**src/rtl/core/triv_pkg.sv**
```systemverilog
// Trivium keystream block: shared types, constants and round functions.
// No dependencies; imported by the controller, datapath and top level.
package triv_pkg;

  // Full 288-bit cipher state, bit i-1 holds s(i)
  typedef logic [287:0] state_t;

  // Input command codes
  typedef enum logic {
    CMD_RESTART = 1'b0,
    CMD_PROCESS = 1'b1
  } cmd_code_t;

  // Controller states
  typedef enum logic {
    ST_IDLE,
    ST_WARM
  } ctrl_state_t;

  // Configuration register indexes
  localparam int unsigned CFG_IDX_W = 8;
  localparam logic [CFG_IDX_W-1:0] CFG_KEY_LOW  = 8'd0;
  localparam logic [CFG_IDX_W-1:0] CFG_KEY_HIGH = 8'd1;
  localparam logic [CFG_IDX_W-1:0] CFG_IV_LOW   = 8'd2;
  localparam logic [CFG_IDX_W-1:0] CFG_IV_HIGH  = 8'd3;
  localparam int unsigned CFG_DATA_W = 64;
  localparam int unsigned HALF_W     = 64;
  localparam int unsigned HIGH_W     = 16;

  // Warm-up: fixed number of rounds, done a fixed slice per cycle
  localparam int unsigned WARMUP_ROUNDS = 1152;
  localparam int unsigned WARM_STEP     = 32;
  localparam int unsigned WARM_CYCLES   = WARMUP_ROUNDS / WARM_STEP;
  localparam int unsigned CNT_W         = $clog2(WARM_CYCLES);

  // Controller to datapath commands
  typedef struct packed {
    logic load;     // load key/IV into state
    logic warm;     // advance state by one warm-up slice
    logic process;  // run one word of keystream and queue a result
  } triv_cmd_t;

  // Datapath to controller status
  typedef struct packed {
    logic skid_full;  // both result slots occupied
  } triv_stat_t;

  // Keystream bit of the current state
  function automatic logic ks_bit(input state_t s);
    ks_bit = s[65] ^ s[92] ^ s[161] ^ s[176] ^ s[242] ^ s[287];
  endfunction

  // State after one round
  function automatic state_t round_next(input state_t s);
    logic t1, t2, t3;
    t1 = s[65] ^ s[92] ^ (s[90] & s[91]) ^ s[170];
    t2 = s[161] ^ s[176] ^ (s[174] & s[175]) ^ s[263];
    t3 = s[242] ^ s[287] ^ (s[285] & s[286]) ^ s[68];
    round_next = {s[286:177], t2, s[175:93], t1, s[91:0], t3};
  endfunction

endpackage

```
**src/rtl/core/triv_ctrl.sv**
```systemverilog
// Trivium controller: input handshake, restart warm-up sequencing.
// Depends on triv_pkg; drives the command struct of triv_datapath.
module triv_ctrl (
  input  logic                clk,
  input  logic                rst,
  input  logic                in_valid,
  output logic                in_stall,
  input  logic                command,
  input  triv_pkg::triv_stat_t stat,
  output triv_pkg::triv_cmd_t  cmd
);
  import triv_pkg::*;

  ctrl_state_t       state, state_next;
  logic [CNT_W-1:0]  warm_cnt, warm_cnt_next;
  logic              accept;

  // State and counter registers
  always_ff @(posedge clk) begin
    if (rst) begin
      state    <= ST_IDLE;
      warm_cnt <= '0;
    end else begin
      state    <= state_next;
      warm_cnt <= warm_cnt_next;
    end
  end

  // Next state and commands
  always_comb begin
    state_next    = state;
    warm_cnt_next = warm_cnt;
    cmd           = '0;
    in_stall      = 1'b1;
    accept        = 1'b0;
    unique case (state)
      ST_IDLE: begin
        in_stall = stat.skid_full;
        accept   = in_valid && !stat.skid_full;
        if (accept) begin
          if (command == CMD_PROCESS) begin
            cmd.process = 1'b1;
          end else begin
            cmd.load      = 1'b1;
            warm_cnt_next = '0;
            state_next    = ST_WARM;
          end
        end
      end
      ST_WARM: begin
        cmd.warm = 1'b1;
        if (warm_cnt == CNT_W'(WARM_CYCLES - 1)) begin
          state_next = ST_IDLE;
        end else begin
          warm_cnt_next = warm_cnt + 1'b1;
        end
      end
      default: begin
        state_next = ST_IDLE;
      end
    endcase
  end

endmodule

```
**src/rtl/core/triv_datapath.sv**
```systemverilog
// Trivium datapath: config registers, 288-bit state, unrolled rounds,
// two-slot result buffer. Depends on triv_pkg.
module triv_datapath #(
  parameter int unsigned WORD_BITS = 32
) (
  input  logic                                clk,
  input  logic                                rst,
  input  triv_pkg::triv_cmd_t                  cmd,
  output triv_pkg::triv_stat_t                 stat,
  input  logic                                cfg_write,
  input  logic [triv_pkg::CFG_IDX_W-1:0]       cfg_index,
  input  logic [triv_pkg::CFG_DATA_W-1:0]      cfg_data,
  input  logic [WORD_BITS-1:0]                data_in,
  input  logic                                out_stall,
  output logic                                out_valid,
  output logic [WORD_BITS-1:0]                data_out,
  output logic                                keyed
);
  import triv_pkg::*;

  logic [HALF_W-1:0] key_low, iv_low;
  logic [HIGH_W-1:0] key_high, iv_high;

  state_t            st, st_next;
  state_t            st_warm, st_word;
  logic [WORD_BITS-1:0] ks_word;
  logic              keyed_flag;

  // Result slots: main drives the ports, skid catches one more
  logic              main_valid, skid_valid;
  logic [WORD_BITS-1:0] main_data, skid_data;
  logic              main_keyed, skid_keyed;
  logic              main_valid_next, skid_valid_next;
  logic [WORD_BITS-1:0] main_data_next, skid_data_next;
  logic              main_keyed_next, skid_keyed_next;
  logic              take;

  // Configuration registers
  always_ff @(posedge clk) begin
    if (rst) begin
      key_low  <= '0;
      key_high <= '0;
      iv_low   <= '0;
      iv_high  <= '0;
    end else if (cfg_write) begin
      unique case (cfg_index)
        CFG_KEY_LOW:  key_low  <= cfg_data;
        CFG_KEY_HIGH: key_high <= cfg_data[HIGH_W-1:0];
        CFG_IV_LOW:   iv_low   <= cfg_data;
        CFG_IV_HIGH:  iv_high  <= cfg_data[HIGH_W-1:0];
        default: ;
      endcase
    end
  end

  // Warm-up slice: WARM_STEP rounds, no output
  always_comb begin
    st_warm = st;
    for (int i = 0; i < WARM_STEP; i++) begin
      st_warm = round_next(st_warm);
    end
  end

  // Process word: WORD_BITS rounds, first bit lands in the MSB
  always_comb begin
    st_word = st;
    ks_word = '0;
    for (int i = 0; i < WORD_BITS; i++) begin
      ks_word[WORD_BITS-1-i] = ks_bit(st_word);
      st_word = round_next(st_word);
    end
  end

  // Next cipher state
  always_comb begin
    st_next = st;
    if (cmd.load) begin
      st_next          = '0;
      st_next[79:0]    = {key_high, key_low};
      st_next[172:93]  = {iv_high, iv_low};
      st_next[287:285] = 3'b111;
    end else if (cmd.warm) begin
      st_next = st_warm;
    end else if (cmd.process) begin
      st_next = st_word;
    end
  end

  always_ff @(posedge clk) begin
    if (rst) begin
      st         <= '0;
      keyed_flag <= 1'b0;
    end else begin
      st <= st_next;
      if (cmd.load) begin
        keyed_flag <= 1'b1;
      end
    end
  end

  // Result buffer: drain main on transfer, refill from skid, then enqueue
  always_comb begin
    take            = main_valid && !out_stall;
    main_valid_next = main_valid;
    main_data_next  = main_data;
    main_keyed_next = main_keyed;
    skid_valid_next = skid_valid;
    skid_data_next  = skid_data;
    skid_keyed_next = skid_keyed;
    if (take) begin
      main_valid_next = skid_valid;
      main_data_next  = skid_data;
      main_keyed_next = skid_keyed;
      skid_valid_next = 1'b0;
    end
    if (cmd.process) begin
      if (!main_valid_next) begin
        main_valid_next = 1'b1;
        main_data_next  = data_in ^ ks_word;
        main_keyed_next = keyed_flag;
      end else begin
        skid_valid_next = 1'b1;
        skid_data_next  = data_in ^ ks_word;
        skid_keyed_next = keyed_flag;
      end
    end
  end

  always_ff @(posedge clk) begin
    if (rst) begin
      main_valid <= 1'b0;
      skid_valid <= 1'b0;
    end else begin
      main_valid <= main_valid_next;
      skid_valid <= skid_valid_next;
    end
  end

  always_ff @(posedge clk) begin
    main_data  <= main_data_next;
    main_keyed <= main_keyed_next;
    skid_data  <= skid_data_next;
    skid_keyed <= skid_keyed_next;
  end

  assign stat.skid_full = skid_valid;
  assign out_valid      = main_valid;
  assign data_out       = main_data;
  assign keyed          = main_keyed;

endmodule

```
**src/rtl/core/trivium_keystream_xor.sv**
```systemverilog
// Channel  | Direction | Signals
// ---------+-----------+-------------------------------------------------
// input    | in        | in_valid, in_stall(out), command, data_in
// result   | out       | out_valid, out_stall(in), data_out, keyed
// config   | in        | cfg_valid, cfg_ready(out), cfg_index, cfg_data
//
// A process word runs WORD_BITS Trivium rounds, unrolled into the state
// register's next-value logic; its result is in the output slot the cycle
// after the transfer, or in the skid slot if the output slot is full.
// A restart warm-up runs 32 rounds per cycle; input stalls meanwhile.
// Synchronous active-high reset clears state, config and result slots.
// A two-slot result buffer keeps input flowing while one result is stalled.
module trivium_keystream_xor #(
  parameter int unsigned WORD_BITS = 32
) (
  input  logic                           clk,
  input  logic                           rst,
  input  logic                           in_valid,
  output logic                           in_stall,
  input  logic                           command,
  input  logic [WORD_BITS-1:0]           data_in,
  output logic                           out_valid,
  input  logic                           out_stall,
  output logic [WORD_BITS-1:0]           data_out,
  output logic                           keyed,
  input  logic                           cfg_valid,
  output logic                           cfg_ready,
  input  logic [triv_pkg::CFG_IDX_W-1:0]  cfg_index,
  input  logic [triv_pkg::CFG_DATA_W-1:0] cfg_data
);
  import triv_pkg::*;

  triv_cmd_t  cmd;
  triv_stat_t stat;

  // Config writes are always taken
  assign cfg_ready = 1'b1;

  triv_ctrl u_ctrl (
    .clk      (clk),
    .rst      (rst),
    .in_valid (in_valid),
    .in_stall (in_stall),
    .command  (command),
    .stat     (stat),
    .cmd      (cmd)
  );

  triv_datapath #(
    .WORD_BITS (WORD_BITS)
  ) u_datapath (
    .clk       (clk),
    .rst       (rst),
    .cmd       (cmd),
    .stat      (stat),
    .cfg_write (cfg_valid && cfg_ready),
    .cfg_index (cfg_index),
    .cfg_data  (cfg_data),
    .data_in   (data_in),
    .out_stall (out_stall),
    .out_valid (out_valid),
    .data_out  (data_out),
    .keyed     (keyed)
  );

endmodule

```
**config.mk**
```make
export PLATFORM = sky130hd
export DESIGN_NAME = trivium_keystream_xor
export DESIGN_NICKNAME = d
export VERILOG_FILES = /design/src/rtl/core/triv_pkg.sv /design/src/rtl/core/triv_ctrl.sv /design/src/rtl/core/triv_datapath.sv /design/src/rtl/core/trivium_keystream_xor.sv
export SDC_FILE = /design/constraint.sdc
export NUM_CORES = 1
export LEC_CHECK = 0
export BUFFER_PORTS_ARGS = -buffer_cell sky130_fd_sc_hd__buf_4
export CAP_MARGIN = 20
export CORE_MARGIN = 4
export CORE_UTILIZATION = 50
export CTS_BUF_LIST = sky130_fd_sc_hd__clkbuf_16
export CTS_CLUSTER_DIAMETER = 60
export DETAILED_ROUTE_END_ITERATION = 16
export PLACE_DENSITY_LB_ADDON = 0.15
export REMOVE_ABC_BUFFERS = 1
export SLEW_MARGIN = 20
export SYNTH_ARGS = -nofsm -noshare
export SYNTH_HDL_FRONTEND = slang
export SYNTH_SLANG_ARGS = --single-unit
```
**constraint.sdc**
```tcl
create_clock -name clk -period 7.65 [get_ports clk]
set_input_delay 1.53 -clock clk [delete_from_list [all_inputs] [get_ports clk]]
set_output_delay 1.53 -clock clk [all_outputs]
set_load 0.02 [all_outputs]
```
==> summary.txt <==
Yosys
  • Synth top area cells: dfxtp_1 41%, nand2_1 13%, xnor3_1 8.9%
  • Post-synth top cells: 831 x nand2_1, 491 x dfxtp_1, 339 x a21oi_1
  • Post-synthesis sequential area ratio: 0.447
  • Synth top area share: 0.406
  • Post-synth ARST share: 0
  • Cell taking the most area after synthesis: dfxtp_1
  • Adder-Cell Fraction of Synth Area: 0.000517
  • Main combinational cell family by area after synthesis: XOR/XNOR gates
  • Main synth FF type: dfxtp_1
  • Complex-gate fraction of the synthesized area: 0.140
  • Post-synth EDFFs: 33
  • Post-synth cell types: 47
  • Post-synthesis xor/xnor area fraction: 0.180
  • Post-Syn Area: 24200 um2
  • Mapped Cells: 2683
  • Mux cell area share after synthesis: 0.0207
  • Most frequent cell after synthesis: nand2_1
  • Syn Area/Cell: 9.02 um2
  • #FFs+latches synth: 524
  • Simple-Gate Fraction of Synth Area: 0.168
  • Syn. warnings: 0

Place
  • Worst slack at placement: 3.21 ns
  • Placed cell count: 3237
  • DPL Wire Length: 48.5 mm
  • Port bufs: 144
  • GPL Wtd Cong: 0.938

Status
  • Outcome: finished, final reports clean

Setup path
  • Reg2reg end: u_datapath.st[201]
  • Crit-path max FO: 83
  • Crit path DAT: 4.35 ns
  • Setup crit start: command
  • Crit end category: flip-flop
  • R2R cell count: 6
  • R2R Setup Slk: 3.93 ns
  • Crit Path Class: primary input to flip-flop
  • Worst setup SP type: primary input
  • CP Data Required Time: 8.16 ns
  • Crit path to: u_datapath.st[201]
  • R2R Path Start: u_ctrl.state

Die
  • Site row count: 80
  • CORE AREA: 47700 um2
  • Initial Util: 0.507
  • Die W: 228 um
  • I/O Pins: 146
  • Die ar.: 52000 um2
  • Die H: 228 um

Layout
  • Area Growth Syn to Fin: 11.8%
  • Diode count: 0
  • Non-filler cells, final: 3340
  • Fin util: 0.567
  • Final #Nets: 2790
  • Share of cells above drive strength 1: 0.0965

STA
  • Clock Skew: 0.0104 ns
  • Hold WS: 0.452 ns
  • Slew Viols, Final: 0
  • Final setup vio count: 0
  • Setup TNS: 0 ns
  • Final Hold Viols: 0
  • Final WS setup: 3.81 ns
  • FMAX: 261 MHz
  • Slew HR: 0.285
  • Worst Tran Pin Value: 1.07 ns
  • Fin crit share: 0.501
  • Crit path time final: 3.84 ns
  • Unrepaired setup endpoints after global routing: false

Detailed routing
  • 1st-pass router iterations: 6
  • Vias: 19073
  • Wire per inst: 21.6 um
  • Initial DRC count: 1926
  • DRC violations left: 0
  • Vias per inst: 5.71
  • Post-route ant nets: 0
  • Wirelength, routed: 72.3 mm

Global route
  • Global-route wire length before repair: 109 mm
  • Initial antenna violation count: 1
  • Vias in the first global route: 17917
  • Largest net degree at the start of global routing: 133
  • All-layer global routing usage: 0.268
  • GR Overflow Total: 0

Clock tree
  • Hold buffers post-CTS: 0
  • Post-CTS sizing: 0
  • Worst-Skew Late Latency: 0.61 ns
  • Clk sinks: 524
  • Post-CTS Setup Bufs: 0
  • Clock Pin Slew Worst Setup and Hold Paths: 0.06 ns
  • CTS tree: built
  • Clock root cell: clkbuf_16
  • CTS buffer count: 55
  • CTS H-tree depth: 2
  • CTS max path bufs: 3

Power and ir drop
  • Power Density: 255 nW/um2
  • Switching fraction of total power: 0.275
  • Combinational Power Share: 0.162
  • Sequential power share: 0.452
  • Power Internal: 5.00 mW
  • P_sw: 1.89 mW
  • P_leak: 10.3 nW
  • VDD IR-drop max: 0.169 mV
  • Share of total power in the clock network: 0.386

Flow run
  • Number of max-cap violations: 0

Hold path
  • Hold Crit Class: flip-flop to flip-flop
==> area by class of cell <==
type                            instances  area [um2]
Tap cell                              615         769
Inverter                                1        3.75
Fill cell                            4315       20700
Clock inverter                         45         329
Multi-Input combinational cell       1932       12400
Timing Repair Buffer                  165        1270
Sequential cell                       524       10800
Clock buffer                           58        1450
==> stage by stage <==
step	area [um2]	power, mW
final	27100	6.89
after global routing	27100	7.14
after CTS	27100	6.93
after detailed placement	25300	4.29
after global placement	25300	4.27
after floorplan	23200	3.85
==> power by group through the flow <==
stage               Sequential, mW  Combinational [mW]  Clock [mW]
floorplan                     3.17               0.683           0
global placement              3.17                1.10           0
detailed placement            3.17                1.12           0
CTS                           3.11                1.12        2.70
global route                  3.13                1.20        2.81
finish                        3.12                1.12        2.66
==> flip-flops by register name, summed over array words and instances (netlist names) <==
name / cells
u_datapath.skid_keyed: 1
u_datapath.stat: 1
u_datapath.key_low: 64
u_datapath.data_out: 32
u_datapath.keyed: 1
u_datapath.out_valid: 1
u_datapath.iv_high: 16
u_datapath.key_high: 16
u_datapath.skid_data: 32
u_datapath.st: 288
u_datapath.iv_low: 64
u_datapath.keyed_flag: 1
u_ctrl.warm_cnt: 6
u_ctrl.state: 1
==> critical path, cell delays in order <==
cell,delay (ns)
buf_4,0.12
or2_2,0.11
buf_4,0.69
o21a_4,0.78
buf_4,0.71
nor2_1,0.09
a211oi_1,0.23
==> layer usage <==
| metal | share of wire | track usage | wire length (um) | vias up |
|---|---|---|---|---|
| li1 | - | - | - | 9057 |
| met1 | 0.43 | 0.369 | 31400 | 9216 |
| met2 | 0.46 | 0.433 | 33600 | 665 |
| met3 | 0.067 | 0.0414 | 4830 | 133 |
| met4 | 0.035 | 0.0959 | 2510 | 2 |
| met5 | 0.00018 | 0 | 13 | - |
==> how the worst min path moves through the flow <==
stage | depth (start not counted) | slack, ns | start | to
2_1_floorplan | 2 | 0.43 | u_datapath.iv_low[0] | u_datapath.iv_low[0]
3_3_place_gp | 2 | 0.44 | u_datapath.st[210] | u_datapath.st[242]
3_5_place_dp | 2 | 0.44 | u_datapath.st[196] | u_datapath.st[228]
4_1_cts | 2 | 0.45 | u_datapath.st[190] | u_datapath.st[222]
5_1_grt | 2 | 0.47 | u_datapath.st[204] | u_datapath.st[236]
6_report | 2 | 0.45 | u_datapath.iv_low[32] | u_datapath.iv_low[32]
==> cells by family after synthesis <==
| logic type | Yosys count |
|---|---|
| xor gates and xnor gates | 292 |
| buffers and inverters | 227 |
| other | 1 |
| DFF | 524 |
| muxes | 50 |
| AOI/OAI and AO/OA | 539 |
| adders and majority gates | 1 |
| and+or+nand+nor | 1049 |
==> cells in the final DEF (no fill, tap or decap), drive strengths merged, types with 33 or more instances in the layout <==
master and n:
nand2 831, dfxtp 491, a21oi 339, nor2 190
buf 165, xnor2 96, xnor3 96, a311oi 96
xor2 68, o221ai 64, clkbuf 58, mux2i 49
edfxtp 33
Power figures use the tool's default switching activity.
